$ cat src/rtl/sliding_window_max_sum_top_assert.svh
// ---------------------------------------------------------------------------
// Assertion macros for the sliding window max sum block
// Concurrent checks, compiled out when SYNTH is defined.
// ---------------------------------------------------------------------------
`ifndef SLIDING_WINDOW_MAX_SUM_TOP_ASSERT_SVH
`define SLIDING_WINDOW_MAX_SUM_TOP_ASSERT_SVH

`ifndef SYNTH
// Clocked check, disabled while reset is asserted
`define SWMS_ASSERT(lbl, prop, msg) \
  lbl: assert property (@(posedge clk_i) disable iff (!rst_ni) prop) else $error(msg);
// Clocked check that also holds during reset
`define SWMS_ASSERT_ALWAYS(lbl, prop, msg) \
  lbl: assert property (@(posedge clk_i) prop) else $error(msg);
`else
`define SWMS_ASSERT(lbl, prop, msg)
`define SWMS_ASSERT_ALWAYS(lbl, prop, msg)
`endif

`endif

$ cat src/rtl/swms_pkg.sv
// ---------------------------------------------------------------------------
// swms_pkg
// Types and constants shared by the sliding window max sum block.
// ---------------------------------------------------------------------------
package swms_pkg;

  // Ring depth and field widths
  localparam int unsigned MaxWindow  = 64;
  localparam int unsigned RingAw     = $clog2(MaxWindow);
  localparam int unsigned DayBits    = 16;
  localparam int unsigned CountW     = 20;
  localparam int unsigned DaySumW    = 32;
  localparam int unsigned WinSumW    = 38;
  localparam int unsigned WinCfgW    = 7;
  localparam logic [WinCfgW-1:0] WinReset = WinCfgW'(7);

  // Input request
  typedef struct packed {
    logic [CountW-1:0] count;
    logic              day_end;
  } swms_in_t;

  // Result
  typedef struct packed {
    logic [DayBits-1:0] window_start;
    logic [DayBits-1:0] window_end;
    logic [WinSumW-1:0] window_total;
    logic [DayBits-1:0] worst_day;
    logic [DaySumW-1:0] worst_day_total;
  } swms_out_t;

  // Clamp the configured window to 1..MaxWindow
  function automatic logic [WinCfgW-1:0] clamp_window(input logic [WinCfgW-1:0] wd);
    logic [WinCfgW-1:0] w;
    w = wd;
    if (wd == '0) begin
      w = WinCfgW'(1);
    end else if (wd > WinCfgW'(MaxWindow)) begin
      w = WinCfgW'(MaxWindow);
    end
    return w;
  endfunction

endpackage

$ cat src/rtl/sliding_window_max_sum_top.sv
// ---------------------------------------------------------------------------
// sliding_window_max_sum_top
// Busiest run of days over a stream of per-entry counts.
// ---------------------------------------------------------------------------
// Usage:
//   Input channel (in_valid_i / in_stall_o / in_data_i) carries one count per
//   request; day_end marks the last request of a day. An empty day is one
//   zero count with day_end set. Every day_end request produces one result
//   on the output channel (out_valid_o / out_stall_i / out_data_o); other
//   requests produce none.
//   Latency: result is valid the cycle after the closing request is taken.
//   Throughput: one request per cycle while in_stall_o is low. The old day
//   total leaving the window comes from a ring memory read issued ahead,
//   with a write-to-read bypass, so a day end never holds up the input.
//   cfg_we_i/cfg_wdata_i write the window length (0 acts as 1, above 64 acts
//   as 64); the new length applies from the next day end.
//   Reset clears all counters and sums and sets the window to 7 days; the
//   ring memory needs no clearing since unwritten slots are never read.
//   While the receiver stalls a pending result, in_stall_o is raised and the
//   result is held unchanged.
// ---------------------------------------------------------------------------
module sliding_window_max_sum_top (
  input  logic                                clk_i,
  input  logic                                rst_ni,
  input  logic                                cfg_we_i,
  input  logic [swms_pkg::WinCfgW-1:0]        cfg_wdata_i,
  input  logic                                in_valid_i,
  output logic                                in_stall_o,
  input  swms_pkg::swms_in_t                  in_data_i,
  output logic                                out_valid_o,
  input  logic                                out_stall_i,
  output swms_pkg::swms_out_t                 out_data_o
);

  localparam int unsigned DB = swms_pkg::DayBits;
  localparam int unsigned DS = swms_pkg::DaySumW;
  localparam int unsigned WS = swms_pkg::WinSumW;
  localparam int unsigned CW = swms_pkg::WinCfgW;
  localparam int unsigned AW = swms_pkg::RingAw;
  localparam logic [DB-1:0] DayMax = '1;

  // State
  logic [CW-1:0]       window_q, window_d;
  logic [DS-1:0]       day_sum_q, day_sum_d;
  logic [AW-1:0]       ring_pos_q, ring_pos_d;
  logic [DB-1:0]       days_q, days_d;
  logic [WS-1:0]       running_q, running_d;
  logic [DB-1:0]       best_start_q, best_start_d;
  logic [DB-1:0]       best_end_q, best_end_d;
  logic [WS-1:0]       best_total_q, best_total_d;
  logic [DB-1:0]       peak_day_q, peak_day_d;
  logic [DS-1:0]       peak_total_q, peak_total_d;
  logic                out_valid_q, out_valid_d;
  swms_pkg::swms_out_t out_q, out_d;

  // Ring memory and prefetch path
  logic [DS-1:0] ring_mem [swms_pkg::MaxWindow];
  logic [DS-1:0] mem_rd_q;
  logic [DS-1:0] byp_data_q;
  logic          byp_q;
  logic [AW-1:0] rd_addr;
  logic          ring_we;
  logic          byp_hit;
  logic [DS-1:0] old_day;

  // Datapath temporaries
  logic          in_acc;
  logic          day_close;
  logic [DS:0]   sum_ext;
  logic [DS-1:0] day_total;
  logic [CW-1:0] w_eff;
  logic [CW-1:0] w_next;
  logic [DB-1:0] w_ext;
  logic [DB-1:0] n_day;
  logic          filling;
  logic [WS-1:0] slide_sum;
  logic [DB-1:0] worst_day;

  // Handshake
  assign in_stall_o  = out_valid_q & out_stall_i;
  assign in_acc      = in_valid_i & ~in_stall_o;
  assign day_close   = in_acc & in_data_i.day_end;
  assign out_valid_o = out_valid_q;
  assign out_data_o  = out_q;

  // Saturating day accumulate
  assign sum_ext   = {1'b0, day_sum_q} + (DS+1)'(in_data_i.count);
  assign day_total = sum_ext[DS] ? '1 : sum_ext[DS-1:0];

  // Window length now and after a pending config write
  assign window_d = cfg_we_i ? cfg_wdata_i : window_q;
  assign w_eff    = swms_pkg::clamp_window(window_q);
  assign w_next   = swms_pkg::clamp_window(window_d);
  assign w_ext    = DB'(w_eff);

  // Day counter, saturating
  assign n_day   = (days_q == DayMax) ? days_q : days_q + DB'(1);
  assign filling = (n_day <= w_ext);

  // Oldest day in the window, prefetched last cycle
  assign old_day   = byp_q ? byp_data_q : mem_rd_q;
  assign slide_sum = running_q - WS'(old_day) + WS'(day_total);

  // Next state
  always_comb begin
    day_sum_d    = day_sum_q;
    ring_pos_d   = ring_pos_q;
    days_d       = days_q;
    running_d    = running_q;
    best_start_d = best_start_q;
    best_end_d   = best_end_q;
    best_total_d = best_total_q;
    peak_day_d   = peak_day_q;
    peak_total_d = peak_total_q;
    if (in_acc) begin
      day_sum_d = day_total;
      if (in_data_i.day_end) begin
        day_sum_d  = '0;
        ring_pos_d = ring_pos_q + AW'(1);
        days_d     = n_day;
        if (filling) begin
          running_d    = running_q + WS'(day_total);
          best_start_d = DB'(1);
          best_end_d   = n_day;
          best_total_d = running_q + WS'(day_total);
        end else begin
          running_d = slide_sum;
          if (slide_sum > best_total_q) begin
            best_start_d = n_day - w_ext + DB'(1);
            best_end_d   = n_day;
            best_total_d = slide_sum;
          end
        end
        if (day_total > peak_total_q) begin
          peak_total_d = day_total;
          peak_day_d   = n_day;
        end
      end
    end
  end

  // Result register contents
  assign worst_day = (peak_day_d == '0) ? DB'(1) : peak_day_d;

  always_comb begin
    out_d                 = out_q;
    out_d.window_start    = best_start_d;
    out_d.window_end      = best_end_d;
    out_d.window_total    = best_total_d;
    out_d.worst_day       = worst_day;
    out_d.worst_day_total = peak_total_d;
    if (!day_close) begin
      out_d = out_q;
    end
  end

  always_comb begin
    out_valid_d = out_valid_q;
    if (day_close) begin
      out_valid_d = 1'b1;
    end else if (!out_stall_i) begin
      out_valid_d = 1'b0;
    end
  end

  // Ring read address for the next day end
  assign ring_we = day_close;
  assign rd_addr = ring_pos_d - w_next[AW-1:0];
  assign byp_hit = ring_we & (ring_pos_q == rd_addr);

  // Control and state registers
  always_ff @(posedge clk_i or negedge rst_ni) begin
    if (!rst_ni) begin
      window_q     <= swms_pkg::WinReset;
      day_sum_q    <= '0;
      ring_pos_q   <= '0;
      days_q       <= '0;
      running_q    <= '0;
      best_start_q <= DB'(1);
      best_end_q   <= DB'(1);
      best_total_q <= '0;
      peak_day_q   <= '0;
      peak_total_q <= '0;
      out_valid_q  <= 1'b0;
      byp_q        <= 1'b0;
    end else begin
      window_q     <= window_d;
      day_sum_q    <= day_sum_d;
      ring_pos_q   <= ring_pos_d;
      days_q       <= days_d;
      running_q    <= running_d;
      best_start_q <= best_start_d;
      best_end_q   <= best_end_d;
      best_total_q <= best_total_d;
      peak_day_q   <= peak_day_d;
      peak_total_q <= peak_total_d;
      out_valid_q  <= out_valid_d;
      byp_q        <= byp_hit;
    end
  end

  // Payload registers
  always_ff @(posedge clk_i) begin
    out_q      <= out_d;
    byp_data_q <= day_total;
  end

  // Ring memory: one write, one registered read
  always_ff @(posedge clk_i) begin
    if (ring_we) begin
      ring_mem[ring_pos_q] <= day_total;
    end
    mem_rd_q <= ring_mem[rd_addr];
  end

  // Assertions
`include "sliding_window_max_sum_top_assert.svh"

  `SWMS_ASSERT(a_day_end_gives_result, day_close |=> out_valid_o, "day end without result")
  `SWMS_ASSERT(a_ring_moves_on_day_end, (in_acc && !in_data_i.day_end) |=> $stable(ring_pos_q), "ring moved mid-day")
  `SWMS_ASSERT(a_window_order, out_valid_o |-> (out_data_o.window_end >= out_data_o.window_start), "window end before start")
  `SWMS_ASSERT_ALWAYS(a_stall_only_when_pending, in_stall_o |-> out_valid_o, "stall without pending result")

endmodule

$ cat config.mk
export PLATFORM = sky130hd
export DESIGN_NAME = sliding_window_max_sum_top
export DESIGN_NICKNAME = d
export VERILOG_FILES = /design/src/rtl/swms_pkg.sv /design/src/rtl/sliding_window_max_sum_top.sv
export VERILOG_INCLUDE_DIRS = /design/src /design/src/rtl
export SDC_FILE = /design/constraint.sdc
export NUM_CORES = 2
export LEC_CHECK = 0
export BUFFER_PORTS_ARGS = -buffer_cell sky130_fd_sc_hd__clkbuf_2
export CAP_MARGIN = 15
export CORE_UTILIZATION = 35
export CTS_BUF_LIST = sky130_fd_sc_hd__clkbuf_16
export CTS_CLUSTER_SIZE = 20
export DETAILED_ROUTE_END_ITERATION = 7
export GPL_TIMING_DRIVEN = 0
export HOLD_SLACK_MARGIN = 0.02
export PLACE_DENSITY = 0.52
export SYNTH_ARGS = -nofsm -noshare
export SYNTH_HDL_FRONTEND = slang
export SYNTH_SLANG_ARGS = --single-unit
$ cat constraint.sdc
create_clock -name clk_i -period 8.1 [get_ports clk_i]
set_clock_uncertainty 0.05 [all_clocks]
set_input_delay 0.81 -clock clk_i [delete_from_list [all_inputs] [get_ports clk_i]]
set_output_delay 0.81 -clock clk_i [all_outputs]
set_load 0.03 [all_outputs]
==> results.txt <==
status = finished, violations left
failing checks = negative setup slack
CTS tree = yes
Fmax = 122 MHz
area delta synth->final = 19.9%
antenna violations before repair = 31
nets = 6319
flop-to-flop setup slack = -70 ps
layout cells sized above 1 = 29.7%
Iter 0 DRT Violations = 6311
final clock period utilization by the worst path = 101%
Synth Warn # = 0
leading cell type in the layout, fill and taps excluded = edfxtp_1
DP HPWL = 193000 um
CP Launch Type = flip-flop
remaining antenna violation count = 0
Cells after DPL = 9346
Worst path slowest cell = or4_4
number of global-route vias before repair = 56100
Vias/cell = 5.62
Synth Cell Area = 101000 um^2
Die Height = 539 um
worst min-delay path class = input port to flip-flop
CTS sink cnt = 2449
design area = 121000 um^2
GRT Overall Usage = 22.3%
most frequent cells in the layout = edfxtp_1, mux4_2, clkbuf_16, inv_1, dfrtp_1
# DRC = 0
Area after DPL = 109000 um^2
register area share after synthesis = 71.2%
PnR worst setup slack = -73.7 ps
core area = 286000 um^2
die span in x = 539 um
wire per inst = 33.1 um
ys async rst share = 8.94%
1st-pass router iterations = 5
post-layout instance count excluding filler cells = 10000
clock root buffer master = clkbuf_16
Max-cap violations = 0
first-pass GRT wire length = 450000 um
CP dominant cell by count = buf_4
GR peak layer = met2
Hold WS = 210 ps
Port Buffers = 150
crit path max fanout = 36
setup_tns = -1030 ps
H-Tree Level Count = 4
hold path start = cfg_wdata_i[0]
worst path required time = 8800 ps
Max Slew Vio Count = 0
Post-synth EDFFs = 2166
die outline area = 290000 um^2
final wirelength = 332000 um
clk slew on worst S/H paths = 60 ps
Worst-Skew Late Latency = 920 ps
Synth Register Bits = 2449
critical path type = flip-flop to flip-flop
via count = 56300
slowest cell delay on critical path = 530 ps
final setup fails = 27
Min-Delay Endpoint = window_q[0]$_DFF_PN1_
global-route met3 utilization = 3.65%
Synthesized Nets = 5616
I/O pin count = 153
top_reg_cell synth = edfxtp_1
Final Hold Violating Endpoints = 0
total CTS buffers = 247
Initial Utilization = 35.3%
FF-to-FF path depth = 37
Critical Path AT = 8870 ps
Synth cell types = 86
largest net degree at the start of global routing = 90
Synth Instances = 5345
worst reg2reg endpoint = out_data_o[109]$_DFFE_PP_
RePlAce Congestion = 0.880
met1 global-route usage = 29.8%
relative slew slack = 5.93%
Bufs on Longest Clock Path = 4
Crit Reg-Reg Startpoint = day_sum_q[0]$_DFFE_PN0P_
gr ovfl total = 0
min cycle time layout = 8170 ps
Worst-Margin Slew = 1400 ps
Avg Cell Area, Syn = 18.9 um^2
Worst Setup End Kind = flip-flop
unrepaired setup endpoints after global routing = yes
Rows = 196
met2 Use GR = 36.3%
Hold Path Stages = 2
-- sequential cells by signal (all words and copies together), names as in the netlist, 6 cells and up --
signal	cells
ring_pos_q	6
best_total_q	38
mem_rd_q	32
peak_total_q	32
byp_data_q	32
days_q	16
best_end_q	16
window_q	7
ring_mem	2048
best_start_q	16
out_data_o	118
running_q	38
day_sum_q	32
peak_day_q	16
-- per-layer routing --
layer	share of wire (%)	vias up
li1	-	23100
met1	40	30200
met2	47	2405
met3	7.9	568
met4	4.9	8
met5	0.014	-
-- through the flow --
step,util (%),setup slack [ps]
finish,42.3,-73.7
floorplan,-,-22.3
CTS,41.8,-144
global placement,37.3,-7430
global route,42.3,-307
detailed placement,38.2,-3020
-- Yosys cell counts, drive strengths merged (79+ instances only) --
cell type,instances,share of area (%)
inv,152,0.57
edfxtp,2166,64
a21oi,210,1.0
ha,200,2.5
mux4,640,14
nor2,212,0.79
xnor2,79,0.69
clkbuf,144,0.54
buf,100,0.47
nand2,222,0.83
dfrtp,214,5.3
o21ai,146,0.73
-- worst max-delay path by stage --
stage	from	endpoint	slack, ps	depth (start not counted)
2_1_floorplan	in_data_i[1]	out_data_o[75]$_DFFE_PP_	-20	33
3_3_place_gp	in_data_i[0]	mem_rd_q[23]$_DFF_P_	-7430	16
3_5_place_dp	in_data_i[1]	out_data_o[76]$_DFFE_PP_	-3020	34
4_1_cts	day_sum_q[0]$_DFFE_PN0P_	out_data_o[57]$_DFFE_PP_	-140	37
5_1_grt	day_sum_q[0]$_DFFE_PN0P_	out_data_o[57]$_DFFE_PP_	-310	36
6_report	day_sum_q[0]$_DFFE_PN0P_	out_data_o[109]$_DFFE_PP_	-70	37
-- layout make-up --
| class | instances | area, um^2 |
|---|---|---|
| Timing Repair inverter | 1 | 8.76 |
| Clock inverter | 192 | 1320 |
| Tap cell | 3762 | 4710 |
| Antenna cell | 18 | 45.0 |
| Buffer | 236 | 1190 |
| Sequential cell | 2449 | 71800 |
| Inverter | 153 | 591 |
| Timing Repair Buffer | 415 | 4500 |
| Multi-Input combinational cell | 2545 | 30500 |
| Fill cell | 25000 | 165000 |
| Clock buffer | 251 | 6280 |
-- cells by family after synthesis --
kind of cell	synth area share, %
multiplexers	15.4
AND/OR/NAND/NOR	3.20
buffers and inverters	1.58
AO/OA/AOI/OAI	4.34
XOR/XNOR	1.13
flip-flops	71.2
adder cells (fa/ha/maj)	3.23
-- critical path: cells and delay by family (launching register included) --
family,cells,cell delay [ps]
adder cells (fa/ha/maj),5,1560
flip-flops,1,410
XOR/XNOR,2,430
buffers and inverters,10,1460
AO/OA/AOI/OAI,13,2110
AND/OR/NAND/NOR,7,1880
-- what timing repair did --
item                                    CTS  global route
buffers inserted                        106            49
hold endpoints to repair                 57             0
resized for setup                       283           127
endpoints found under the setup margin  174           141
hold buffers                              1             0
cloned                                   49             9
pin swaps                                78            37
Power is not shown: default switching activity piles up to over one toggle a cycle in this logic, so the estimate is an artifact.
